==> config.mk <==
export PLATFORM = sky130hd
export DESIGN_NAME = one_wire_bus_master_top
export DESIGN_NICKNAME = d
export VERILOG_FILES = /design/src/rtl/owbm_pkg.sv /design/src/rtl/owbm_cfg_regs.sv /design/src/rtl/owbm_core.sv /design/src/rtl/one_wire_bus_master_top.sv
export SDC_FILE = /design/constraint.sdc
export NUM_CORES = 1
export LEC_CHECK = 0
export CAP_MARGIN = 25
export CORE_MARGIN = 3
export CORE_UTILIZATION = 50
export CTS_CLUSTER_SIZE = 8
export DETAILED_ROUTE_END_ITERATION = 6
export DONT_BUFFER_PORTS = 1
export PLACE_DENSITY = 0.61
export SETUP_SLACK_MARGIN = 0.4
export SYNTH_ARGS = -nofsm -noshare
export SYNTH_HDL_FRONTEND = slang
export SYNTH_SLANG_ARGS = --single-unit
export TNS_END_PERCENT = 30
==> constraint.sdc <==
create_clock -name aclk -period 4.2 [get_ports aclk]
set_input_delay 0.84 -clock aclk [delete_from_list [all_inputs] [get_ports aclk]]
set_output_delay 0.84 -clock aclk [all_outputs]
set_load 0.05 [all_outputs]
==> src/rtl/owbm_pkg.sv <==
// owbm_pkg: shared widths, request codes, register indexes and the
// configuration bundle for the 1-Wire bus master.
// No dependencies; used by every other file of the block.
package owbm_pkg;

    // field widths
    localparam int CFG_W      = 10;
    localparam int CFG_IDX_W  = 3;
    localparam int REQ_W      = 3;
    localparam int BYTE_W     = 8;
    localparam int BIT_CNT_W  = 4;

    // bits in one byte transfer
    localparam logic [BIT_CNT_W-1:0] BITS_PER_BYTE = 4'd8;

    // request codes
    localparam logic [REQ_W-1:0] REQ_TICK   = 3'd0;
    localparam logic [REQ_W-1:0] REQ_RESET  = 3'd1;
    localparam logic [REQ_W-1:0] REQ_WBIT   = 3'd2;
    localparam logic [REQ_W-1:0] REQ_WBYTE  = 3'd3;
    localparam logic [REQ_W-1:0] REQ_RBIT   = 3'd4;
    localparam logic [REQ_W-1:0] REQ_RBYTE  = 3'd5;

    // configuration register indexes
    localparam logic [CFG_IDX_W-1:0] REG_RESET_LOW     = 3'd0;
    localparam logic [CFG_IDX_W-1:0] REG_PRESENCE_SMP  = 3'd1;
    localparam logic [CFG_IDX_W-1:0] REG_RESET_REC     = 3'd2;
    localparam logic [CFG_IDX_W-1:0] REG_SLOT_LOW      = 3'd3;
    localparam logic [CFG_IDX_W-1:0] REG_WRITE_HOLD    = 3'd4;
    localparam logic [CFG_IDX_W-1:0] REG_WRITE_REC     = 3'd5;
    localparam logic [CFG_IDX_W-1:0] REG_READ_SMP      = 3'd6;
    localparam logic [CFG_IDX_W-1:0] REG_READ_REC      = 3'd7;

    // reset values of the timing registers, in ticks
    localparam logic [CFG_W-1:0] DEF_RESET_LOW    = 10'd480;
    localparam logic [CFG_W-1:0] DEF_PRESENCE_SMP = 10'd100;
    localparam logic [CFG_W-1:0] DEF_RESET_REC    = 10'd380;
    localparam logic [CFG_W-1:0] DEF_SLOT_LOW     = 10'd2;
    localparam logic [CFG_W-1:0] DEF_WRITE_HOLD   = 10'd58;
    localparam logic [CFG_W-1:0] DEF_WRITE_REC    = 10'd1;
    localparam logic [CFG_W-1:0] DEF_READ_SMP     = 10'd10;
    localparam logic [CFG_W-1:0] DEF_READ_REC     = 10'd49;

    // timing register bundle
    typedef struct packed {
        logic [CFG_W-1:0] reset_low;
        logic [CFG_W-1:0] presence_smp;
        logic [CFG_W-1:0] reset_rec;
        logic [CFG_W-1:0] slot_low;
        logic [CFG_W-1:0] write_hold;
        logic [CFG_W-1:0] write_rec;
        logic [CFG_W-1:0] read_smp;
        logic [CFG_W-1:0] read_rec;
    } owbm_cfg_t;

    // a zero duration counts as one tick
    function automatic logic [CFG_W-1:0] dur(input logic [CFG_W-1:0] v);
        dur = (v == '0) ? CFG_W'(1) : v;
    endfunction

endpackage

==> src/rtl/owbm_cfg_regs.sv <==
// owbm_cfg_regs: the eight slot timing registers behind the write port.
// Depends on owbm_pkg.
module owbm_cfg_regs (
    input  logic                            aclk,
    input  logic                            aresetn,
    input  logic                            cfg_we,
    input  logic [owbm_pkg::CFG_IDX_W-1:0]  cfg_index,
    input  logic [owbm_pkg::CFG_W-1:0]      cfg_data,
    output owbm_pkg::owbm_cfg_t             cfg
);
    import owbm_pkg::*;

    owbm_cfg_t cfg_reg;

    // register file with reset defaults
    always_ff @(posedge aclk) begin
        if (!aresetn) begin
            cfg_reg.reset_low    <= DEF_RESET_LOW;
            cfg_reg.presence_smp <= DEF_PRESENCE_SMP;
            cfg_reg.reset_rec    <= DEF_RESET_REC;
            cfg_reg.slot_low     <= DEF_SLOT_LOW;
            cfg_reg.write_hold   <= DEF_WRITE_HOLD;
            cfg_reg.write_rec    <= DEF_WRITE_REC;
            cfg_reg.read_smp     <= DEF_READ_SMP;
            cfg_reg.read_rec     <= DEF_READ_REC;
        end else if (cfg_we) begin
            case (cfg_index)
                REG_RESET_LOW:    cfg_reg.reset_low    <= cfg_data;
                REG_PRESENCE_SMP: cfg_reg.presence_smp <= cfg_data;
                REG_RESET_REC:    cfg_reg.reset_rec    <= cfg_data;
                REG_SLOT_LOW:     cfg_reg.slot_low     <= cfg_data;
                REG_WRITE_HOLD:   cfg_reg.write_hold   <= cfg_data;
                REG_WRITE_REC:    cfg_reg.write_rec    <= cfg_data;
                REG_READ_SMP:     cfg_reg.read_smp     <= cfg_data;
                REG_READ_REC:     cfg_reg.read_rec     <= cfg_data;
                default: begin
                end
            endcase
        end
    end

    assign cfg = cfg_reg;

endmodule

==> src/rtl/owbm_core.sv <==
// owbm_core: slot sequencer, one tick per accepted beat, with the result
// register and its valid flag.
// Depends on owbm_pkg and the timing bundle from owbm_cfg_regs.
module owbm_core (
    input  logic                          aclk,
    input  logic                          aresetn,
    input  owbm_pkg::owbm_cfg_t           cfg,
    input  logic                          s_valid,
    output logic                          s_ready,
    input  logic [owbm_pkg::REQ_W-1:0]    s_req_type,
    input  logic [owbm_pkg::BYTE_W-1:0]   s_write_data,
    input  logic                          s_line_level,
    output logic                          m_valid,
    input  logic                          m_ready,
    output logic                          m_drive_low,
    output logic                          m_busy_res,
    output logic                          m_done_res,
    output logic                          m_presence,
    output logic [owbm_pkg::BYTE_W-1:0]   m_read_data,
    output logic                          m_rejected
);
    import owbm_pkg::*;

    typedef enum logic [2:0] {
        PH_IDLE, PH_RST_LOW, PH_RST_WAIT, PH_RST_REC, PH_SLOT_LOW, PH_HOLD, PH_REC
    } phase_t;

    phase_t                 phase_reg, phase_next;
    logic [REQ_W-1:0]       kind_reg, kind_next;
    logic [CFG_W-1:0]       timer_reg, timer_next;
    logic [BIT_CNT_W-1:0]   bit_cnt_reg, bit_cnt_next;
    logic [BYTE_W-1:0]      shift_reg, shift_next;
    logic                   presence_reg, presence_next;

    logic                   m_valid_reg;
    logic                   drive_reg, drive_next;
    logic                   busy_reg;
    logic                   done_reg, done_next;
    logic [BYTE_W-1:0]      rdata_reg, rdata_next;
    logic                   rej_reg, rej_next;

    logic                   accept;
    logic                   is_cmd;
    logic                   is_write;
    logic                   is_read;

    // a new beat enters whenever the result register is free or draining
    assign s_ready = !m_valid_reg || m_ready;
    assign accept  = s_valid && s_ready;
    assign is_cmd  = (s_req_type == REQ_RESET) || (s_req_type == REQ_WBIT) ||
                     (s_req_type == REQ_WBYTE) || (s_req_type == REQ_RBIT) ||
                     (s_req_type == REQ_RBYTE);
    assign is_write = (kind_next == REQ_WBIT) || (kind_next == REQ_WBYTE);
    assign is_read  = (kind_next == REQ_RBIT) || (kind_next == REQ_RBYTE);

    // command start: latch the kind and clear the bit count; flag a command that arrives while busy
    always_comb begin
        kind_next    = kind_reg;
        bit_cnt_next = bit_cnt_reg;
        rej_next     = 1'b0;
        if (phase_reg != PH_IDLE) begin
            rej_next = is_cmd;
        end else if (is_cmd) begin
            kind_next    = s_req_type;
            bit_cnt_next = '0;
        end
        // slot end advances the bit count
        if (phase_reg != PH_IDLE || is_cmd) begin
            if (phase_reg == PH_REC && timer_reg == CFG_W'(1)) begin
                bit_cnt_next = bit_cnt_reg + BIT_CNT_W'(1);
            end
        end
    end

    // one tick of the slot timing
    always_comb begin
        phase_t           ph;
        logic [CFG_W-1:0] tmr;
        logic [BYTE_W-1:0] sd;
        ph            = phase_reg;
        tmr           = timer_reg;
        sd            = shift_reg;
        presence_next = presence_reg;
        drive_next    = 1'b0;
        done_next     = 1'b0;

        if (phase_reg == PH_IDLE && is_cmd) begin
            sd = ((s_req_type == REQ_WBIT) || (s_req_type == REQ_WBYTE)) ?
                 s_write_data : '0;
            if (s_req_type == REQ_RESET) begin
                ph  = PH_RST_LOW;
                tmr = dur(cfg.reset_low);
            end else begin
                ph  = PH_SLOT_LOW;
                tmr = dur(cfg.slot_low);
            end
        end

        if (ph != PH_IDLE) begin
            // line drive for this tick
            if (ph == PH_RST_LOW || ph == PH_SLOT_LOW) begin
                drive_next = 1'b1;
            end else if (ph == PH_HOLD && is_write) begin
                drive_next = !sd[0];
            end
            tmr = tmr - CFG_W'(1);
            if (tmr == '0) begin
                case (ph)
                    PH_RST_LOW: begin
                        ph  = PH_RST_WAIT;
                        tmr = dur(cfg.presence_smp);
                    end
                    PH_RST_WAIT: begin
                        presence_next = !s_line_level;
                        ph  = PH_RST_REC;
                        tmr = dur(cfg.reset_rec);
                    end
                    PH_RST_REC: begin
                        ph        = PH_IDLE;
                        done_next = 1'b1;
                    end
                    PH_SLOT_LOW: begin
                        ph  = PH_HOLD;
                        tmr = is_write ? dur(cfg.write_hold) : dur(cfg.read_smp);
                    end
                    PH_HOLD: begin
                        // sample point of a read slot
                        if (kind_next == REQ_RBIT) begin
                            sd = {{(BYTE_W-1){1'b0}}, s_line_level};
                        end else if (kind_next == REQ_RBYTE) begin
                            sd = {s_line_level, sd[BYTE_W-1:1]};
                        end
                        ph  = PH_REC;
                        tmr = is_write ? dur(cfg.write_rec) : dur(cfg.read_rec);
                    end
                    PH_REC: begin
                        if (kind_next == REQ_WBYTE) begin
                            sd = {1'b0, sd[BYTE_W-1:1]};
                        end
                        if (kind_next == REQ_WBIT || kind_next == REQ_RBIT ||
                            bit_cnt_next >= BITS_PER_BYTE) begin
                            ph        = PH_IDLE;
                            done_next = 1'b1;
                        end else begin
                            ph  = PH_SLOT_LOW;
                            tmr = dur(cfg.slot_low);
                        end
                    end
                    default: begin
                        ph = PH_IDLE;
                    end
                endcase
                if (ph == PH_IDLE) begin
                    tmr = '0;
                end
            end
        end

        phase_next = ph;
        timer_next = tmr;
        shift_next = sd;
        rdata_next = (done_next && is_read) ? sd : '0;
    end

    // state and result register
    always_ff @(posedge aclk) begin
        if (!aresetn) begin
            phase_reg    <= PH_IDLE;
            kind_reg     <= '0;
            timer_reg    <= '0;
            bit_cnt_reg  <= '0;
            shift_reg    <= '0;
            presence_reg <= 1'b0;
            m_valid_reg  <= 1'b0;
        end else begin
            if (accept) begin
                phase_reg    <= phase_next;
                kind_reg     <= kind_next;
                timer_reg    <= timer_next;
                bit_cnt_reg  <= bit_cnt_next;
                shift_reg    <= shift_next;
                presence_reg <= presence_next;
                m_valid_reg  <= 1'b1;
                drive_reg    <= drive_next;
                busy_reg     <= (phase_next != PH_IDLE);
                done_reg     <= done_next;
                rdata_reg    <= rdata_next;
                rej_reg      <= rej_next;
            end else if (m_ready) begin
                m_valid_reg  <= 1'b0;
            end
        end
    end

    assign m_valid     = m_valid_reg;
    assign m_drive_low = drive_reg;
    assign m_busy_res  = busy_reg;
    assign m_done_res  = done_reg;
    assign m_presence  = presence_reg;
    assign m_read_data = rdata_reg;
    assign m_rejected  = rej_reg;

    // a finishing beat never also reports busy
    a_done_not_busy: assert property (@(posedge aclk) disable iff (!aresetn)
        m_valid_reg && done_reg |-> !busy_reg)
        else $error("done and busy reported together");

    // read data only shows on a done beat
    a_rdata_on_done: assert property (@(posedge aclk) disable iff (!aresetn)
        m_valid_reg && (rdata_reg != '0) |-> done_reg)
        else $error("read data outside a done beat");

    // idle sequencer keeps its timer cleared
    a_idle_timer: assert property (@(posedge aclk) disable iff (!aresetn)
        phase_reg == PH_IDLE |-> timer_reg == '0)
        else $error("timer running while idle");

    // bit count never passes a full byte
    a_bit_cnt: assert property (@(posedge aclk) disable iff (!aresetn)
        bit_cnt_reg <= BITS_PER_BYTE)
        else $error("bit count overran a byte");

    // the bus is only pulled low while a command runs
    a_drive_busy: assert property (@(posedge aclk) disable iff (!aresetn)
        m_valid_reg && drive_reg |-> busy_reg || done_reg)
        else $error("bus driven with no command");

endmodule

==> src/rtl/one_wire_bus_master_top.sv <==
// 1-Wire bus master, top level: timing registers and slot sequencer.
// Uses the 1-Wire master blocks owbm_cfg_regs and owbm_core.
//
// Usage: every input beat on s_* is one microsecond tick carrying the
// sampled bus level and, optionally, a command (reset with presence
// detect, write bit/byte, read bit/byte; bytes go LSB first). Every beat
// yields exactly one result beat on m_* with the bus drive for that tick,
// busy, done, presence, read data (non-zero only on the done beat of a
// read) and a flag for a command ignored because one was running.
// The result register makes each result beat appear in the cycle after
// its input beat; one beat is taken every cycle while m_ready is high.
// Slot timing comes from eight 10-bit registers that the user must write
// via cfg_we/cfg_index/cfg_data while idle; the block does not check.
// Reset (aresetn low, synchronous) returns the sequencer to idle, clears
// presence and loads the standard slot timings. When the receiver stalls
// the result beat holds and s_ready drops, so ticks are held off upstream.
module one_wire_bus_master_top (
    input  logic                          aclk,
    input  logic                          aresetn,
    input  logic                          cfg_we,
    input  logic [owbm_pkg::CFG_IDX_W-1:0] cfg_index,
    input  logic [owbm_pkg::CFG_W-1:0]    cfg_data,
    input  logic                          s_valid,
    output logic                          s_ready,
    input  logic [owbm_pkg::REQ_W-1:0]    s_req_type,
    input  logic [owbm_pkg::BYTE_W-1:0]   s_write_data,
    input  logic                          s_line_level,
    output logic                          m_valid,
    input  logic                          m_ready,
    output logic                          m_drive_low,
    output logic                          m_busy_res,
    output logic                          m_done_res,
    output logic                          m_presence,
    output logic [owbm_pkg::BYTE_W-1:0]   m_read_data,
    output logic                          m_rejected
);
    import owbm_pkg::*;

    owbm_cfg_t cfg;

    // timing registers
    owbm_cfg_regs u_cfg (
        .aclk      (aclk),
        .aresetn   (aresetn),
        .cfg_we    (cfg_we),
        .cfg_index (cfg_index),
        .cfg_data  (cfg_data),
        .cfg       (cfg)
    );

    // slot sequencer and result register
    owbm_core u_core (
        .aclk         (aclk),
        .aresetn      (aresetn),
        .cfg          (cfg),
        .s_valid      (s_valid),
        .s_ready      (s_ready),
        .s_req_type   (s_req_type),
        .s_write_data (s_write_data),
        .s_line_level (s_line_level),
        .m_valid      (m_valid),
        .m_ready      (m_ready),
        .m_drive_low  (m_drive_low),
        .m_busy_res   (m_busy_res),
        .m_done_res   (m_done_res),
        .m_presence   (m_presence),
        .m_read_data  (m_read_data),
        .m_rejected   (m_rejected)
    );

endmodule

Yosys cells after proc, flatten, opt, wreduce, memory -nomap -nowiden
Cells that the tools add are included.
Storage, ports and cells
  register bits: 122
  input bits: 30
  output and inout port bits: 15
  word-level logic and storage cells: 140
Cells by class
  add/subtract/negate cells: 2
  order comparisons: 1
  eq/ne operators: 24
  mux-type cells: 47
  reductions and logical operators: 46
Operators with widths (number)
  10-bit 2-to-1 mux: 16
  10-bit zero test: 9
  8-bit 2-to-1 mux: 7
  10-bit one-hot mux with 5 select lines: 1
  3-bit == test (second input constant): 12
  3-bit 2-to-1 mux: 9
  3-bit by 2-bit == test with 1-bit output (second input constant): 8
  2-bit AND reduction: 9
  4-bit 2-to-1 mux: 4
  8-bit one-hot mux with 2 select lines: 1
  3-bit one-hot mux with 5 select lines: 1
  1-bit logical OR: 12
  10-bit by 1-bit == test with 1-bit output (second input constant): 1
  10-bit by 1-bit subtractor with 10-bit output (second input constant): 1
  3-bit by 1-bit == test with 1-bit output (second input constant): 3
  3-bit zero test: 3
  3-bit nonzero test: 3
  1-bit 2-to-1 mux: 7
  1-bit logical AND: 5
  4-bit by 1-bit adder with 4-bit output (second input constant): 1
  4-bit >= comparator (second input constant): 1
  4-bit AND reduction: 1
  1-bit zero test: 3
  1-bit one-hot mux with 2 select lines: 1
  2-bit nonzero test: 1

Logic depth before layout (Yosys ltp)
  depth in word-level cells: 19
  gate-level depth with buffers: 15
  depth with buffers taken out: 11

Modules after synthesis
Synthesis repeated with hierarchy kept, for this count alone.
Unflattened totals
  cell total of the unflattened synthesis: 755
  area, all modules: 6725.2 um2
By module, submodules not included
  owbm_core: times used 1, cells each 469, area each 3703.6 um2, sequential area each 960.9 um2
  owbm_cfg_regs: times used 1, cells each 286, area each 3021.6 um2, sequential area each 1601.5 um2

Worst setup path before layout
OpenSTA, ideal clock, no wires.
  path type: input to register
  start: input port s_req_type[1] in the netlist's numbering
  end: register u_core.busy_reg, in the netlist u_core.m_busy_res (data pin)
  library setup time: 0.275 ns
  data arrival time: 3.633 ns
  data required time: 3.925 ns
  setup slack: 0.293 ns
  stages: 13
  buffers on the path: 3
  path through: buf_2 -> or3_1 -> nand3_4 -> a222oi_1 -> ha_1 -> clkbuf_1 -> nor4b_1 -> a31o_2 -> o31a_1 -> and2_4 -> buf_6 -> o31ai_1 -> o211ai_1
On the way
  cells in the longest elaborated chain, start to end: 18
  elaborated cells between the ends (all ways): 41
  those cells by class: 1 x add/sub; 1 x order compare; 12 x eq/ne; 16 x mux; 11 x reduce/logical
Ends and longest elaborated chain
  start, declared: RTL line one_wire_bus_master_top.sv:25  | input logic [owbm_pkg::REQ_W-1:0] s_req_type,
  3-bit by 1-bit == test with 1-bit output or 3-bit by 2-bit == test with 1-bit output (tied branches): RTL line owbm_core.sv:50, owbm_core.sv:90
  1-bit logical OR (2 in a row): RTL line owbm_core.sv:50  | assign is_cmd = (s_req_type == REQ_RESET) || (s_req_type == REQ_WBIT) ||
  1-bit logical OR (2 in a row): RTL line owbm_core.sv:51  | (s_req_type == REQ_WBYTE) || (s_req_type == REQ_RBIT) ||
  4-bit 2-to-1 mux: RTL line owbm_core.sv:63  | end else if (is_cmd) begin
  4-bit 2-to-1 mux: RTL line owbm_core.sv:61  | if (phase_reg != PH_IDLE) begin
  4-bit 2-to-1 mux: RTL line owbm_core.sv:69  | if (phase_reg == PH_REC && timer_reg == CFG_W'(1)) begin
  4-bit 2-to-1 mux: RTL line owbm_core.sv:68  | if (phase_reg != PH_IDLE || is_cmd) begin
  4-bit >= comparator: RTL line owbm_core.sv:141  | bit_cnt_next >= BITS_PER_BYTE) begin
  1-bit logical OR: RTL line owbm_core.sv:140  | if (kind_next == REQ_WBIT || kind_next == REQ_RBIT ||
  3-bit 2-to-1 mux: RTL line owbm_core.sv:140
  3-bit one-hot mux with 5 select lines: RTL line owbm_core.sv:108  | case (ph)
  3-bit 2-to-1 mux: RTL line owbm_core.sv:107  | if (tmr == '0) begin
  3-bit 2-to-1 mux: RTL line owbm_core.sv:99  | if (ph != PH_IDLE) begin
  3-bit 2-to-1 mux: RTL line owbm_core.sv:107
  3-bit 2-to-1 mux (*): RTL line owbm_core.sv:99
  3-bit nonzero test (*): RTL line owbm_core.sv:185  | busy_reg <= (phase_next != PH_IDLE);
  end signal, assigned: RTL line owbm_core.sv:185
  end, declared: RTL line owbm_core.sv:37  | logic busy_reg;
Every way passes the cells marked *; elsewhere a longest branch is shown, timed or not. The select of a mux whose other input is x is not followed.
A chain may end at the register's enable or synchronous reset.

Worst setup path in the final report
  start: register u_core.phase_reg[2]
  end: register u_core.rdata_reg[6], in the netlist u_core.m_read_data[6] (data pin)
On the way
  cells in the longest elaborated chain, start to end: 11
  elaborated cells between the ends (all ways): 38
  those cells by class: 1 x add/sub; 1 x order compare; 8 x eq/ne; 17 x mux; 11 x reduce/logical
Ends and longest elaborated chain
  start, declared: RTL line owbm_core.sv:28  | phase_t phase_reg, phase_next;
  start signal, assigned: RTL line owbm_core.sv:177  | phase_reg <= phase_next;
  3-bit nonzero test or 3-bit == test (tied branches): RTL line owbm_core.sv:61, owbm_core.sv:68, owbm_core.sv:69
  4-bit 2-to-1 mux or 1-bit logical AND (tied branches): RTL line owbm_core.sv:61, owbm_core.sv:69
  4-bit 2-to-1 mux: RTL line owbm_core.sv:69
  4-bit 2-to-1 mux: RTL line owbm_core.sv:68
  4-bit >= comparator: RTL line owbm_core.sv:141
  1-bit logical OR: RTL line owbm_core.sv:140
  1-bit 2-to-1 mux: RTL line owbm_core.sv:140
  1-bit one-hot mux with 2 select lines: RTL line owbm_core.sv:108
  1-bit 2-to-1 mux: RTL line owbm_core.sv:107
  1-bit 2-to-1 mux: RTL line owbm_core.sv:99
  1-bit logical AND: RTL line owbm_core.sv:162  | rdata_next = (done_next && is_read) ? sd : '0;
  end signal, assigned: RTL line owbm_core.sv:187  | rdata_reg <= rdata_next;
  end, declared: RTL line owbm_core.sv:39  | logic [BYTE_W-1:0] rdata_reg, rdata_next;
Several ways; a longest one is shown, not always the timed one.

==> flow_summary.ini <==
[die]
die_w_um = 120.5
die_h_um = 120.5
io_pins = 45
fp-row-count = 41
core_area_um2 = 12720
start_util_pct = 51.55
die-area_um2 = 14530

[run]
max_cap_viol_count = 0

[clocking]
clockBufferDepth = 2
cts_tree = built
clkTransAtPathRegs_ns = 0.06
numCtsBuffers = 17
htree_levels = 4
clkSinkCount = 122
postCtsResizedCells = 0
clk_latency_ns = 0.43
cts_root_buffer = clkbuf_16

[pwr]
p_leak_nw = 2.584
ir_drop_uv = 262.8
powerDensity_nw_per_um2 = 449.1

[placement]
numPortBuffers = 0
place_ws_ns = 0.3534
place_area_um2 = 6691
dp_cells = 962
gp_congestion = 0.9948
hpwl_mm = 14.31

[setup_path]
critical_path_buf_inv_count = 1
rr_worst_depth = 12
crit_chain = nor3_4 > buf_12 > and2_1 > nor2b_1 > nor2_1 > ha_2 > nor4b_1 > a31o_2 > o31a_1 > nand4_1 > a22oi_1 > nor2_1
crit_path_max_incr_delay_ns = 0.41
cp-start-kind = flip-flop
required_ns = 4.37
critPathCaptureType = flip-flop
path_max_fanout = 10
path_delay_family = simple AND/OR/NAND/NOR gates
cpMostUsedCell = nor2_1
slowest_stage = nand4_1
critical_path_class = flip-flop to flip-flop
crit_cells = 12
arrival_ns = 3.70

[sta]
max_slew_margin_pct = 35.21
setup_viol = 0
worst_slack_ns = 0.6695
hold_viol = 0
skew_ns = 0.01087
max_slew.worst_pin.slew_ns = 0.9719
setup-tns-final_ns = 0
rsz0062_at_grt = no
post-route-period-util_pct = 84.06
min_period_ns = 3.530
drv_slew = 0
clock.fmax_mhz = 283.2

[routing]
first_pass_iters = 5
drt_iter0_markers = 754
drcViolationCount = 0
via_per_inst = 6.266
post_drt_wl_per_cell_um = 20.47
vias = 6241
wl_mm = 20.39
ant_nets = 0

[global_route]
grt_max_degree = 114
grt_pass1_vias = 5774
grt_use_total_pct = 28.27
global_route.usage.met1_pct = 35.82
gr-total-overflow = 0
grtUsageMet2_pct = 47.61
antenna_found_initial = 0
met3_usage_pct = 6.127
grt_pass1_wl_mm = 31.62
grt.busiest_layer = met2

[layout]
largest_reg_flops = 80
drive_above_1_share_pct = 8.010
mostFrequentLayoutCell = nand2_1
synthToLayoutAreaGrowth_pct = 12.04
layout_common_cells = nand2_1, dfxtp_1, a21boi_0, o21ai_0, nor2_1
final_cells = 996
layout.nets = 844
final_area_um2 = 7348
diodes = 0
final_util_pct = 57.76

[logic_synthesis]
ys_types = 67
yosys-top-cells-area = dfxtp_1, nand2_1, a21boi_0
yosysTopAreaCellShare_pct = 33.57
synthAdderAreaFrac_pct = 0.5723
ys.flop_type = dfxtp_1
synth_top_family_by_area = simple AND/OR/NAND/NOR gates
syn_area_per_cell_um2 = 7.912
synth_area_um2 = 6559
ys_ff_latch = 122
synthMuxAreaShare_pct = 4.769
synth.largest_area_cell = dfxtp_1
synth-xor-area-share_pct = 1.068
synth_enable_flop_cells = 12
synthSimpleGateAreaFrac_pct = 25.91
synthCells = 829
synthArstFlopShare_pct = 0
ys_seq_area_share_pct = 39.07
synth_fp_nets = 862
yosysWarnings = 0
synth-compound-area-share_pct = 24.65

[worst_hold_path]
hold_class = flip-flop to flip-flop
hold_path_depth = 2

[outcome]
status = finished, final reports clean
==> metrics by stage <==
| stage | hold WS [ns] | power (W) |
|---|---|---|
| after global routing | 0.4729 | 0.003410 |
| final | 0.4641 | 0.003300 |
| after CTS | 0.4653 | 0.003289 |
| after detailed placement | 0.4580 | 0.001751 |
| after floorplan | 0.4415 | 0.001664 |
| after global placement | 0.4533 | 0.001742 |
==> cells by family (layout without fill, tap and decap cells) <==
family / count (synthesis) / in the layout
mux: 31 / 31
xor+xnor: 8 / 8
buf+inv: 65 / 60
compound gates: 232 / 232
flops: 122 / 122
simple gates: 368 / 368
fa+ha+maj: 3 / 3
==> what timing repair did <==
action,CTS,global route
setup buffers,0,2
setup endpoints to repair,0,17
hold buffers,0,0
==> cells in the mapped netlist (4+ instances only) <==
cell        n
buf_2       4
nand3b_1    6
a21oi_1    27
a222oi_1    5
nor2_1     42
and2_1      8
a22o_1      9
nand4_1     4
xor2_1      5
edfxtp_1   12
a31oi_1    14
inv_1       8
nand3_1    36
nor4_1     10
nor2b_1    16
mux2i_1    29
o21ai_0    45
nand2b_1    8
or4_1       7
clkbuf_1   36
buf_1      15
nand2_1   200
o22ai_1     9
a22oi_1    23
a21boi_0   59
o221ai_1    4
dfxtp_1   110
and3_1      4
nor3_1     16
==> worst reg2reg max path: cells and delay by family, from the launching register on <==
| kind | cells | cell delay, ns |
|---|---|---|
| compound gates | 3 | 0.73 |
| buf+inv | 1 | 0.16 |
| flops | 1 | 0.33 |
| fa+ha+maj | 1 | 0.26 |
| simple gates | 7 | 1.81 |
==> layout make-up <==
| type | count | area, um^2 |
|---|---|---|
| fillers | 1233 | 5374 |
| multi-input cells | 642 | 3749 |
| flip-flops and latches | 122 | 2562 |
| clock buffers | 20 | 467.9 |
| well taps | 172 | 215.2 |
| repair buffers | 20 | 162.7 |
| clock inverters | 12 | 161.4 |
| inverters | 8 | 30.03 |
==> per-layer routing <==
layer  wire length, um  part of all wire [%]
met3              1263                   6.2
met2              9987                    49
met5                 0                     0
met4               508                   2.5
met1              8634                    42
==> where the power goes <==
group          internal, W  switching (W)
clock network     0.000988       0.000569
logic             0.000189       0.000271
registers          0.00122      0.0000596
==> worst paths after layout <==
check	start	end	slack (ns)
setup / recovery	u_core.phase_reg[2]	u_core.m_read_data[6]	0.67
hold / removal	u_cfg.cfg[30]	u_cfg.cfg[30]	0.46
setup reg to reg	u_core.phase_reg[2]	u_core.m_read_data[6]	0.67
hold reg to reg	u_cfg.cfg[30]	u_cfg.cfg[30]	0.46
Power figures use the tool's default switching activity.
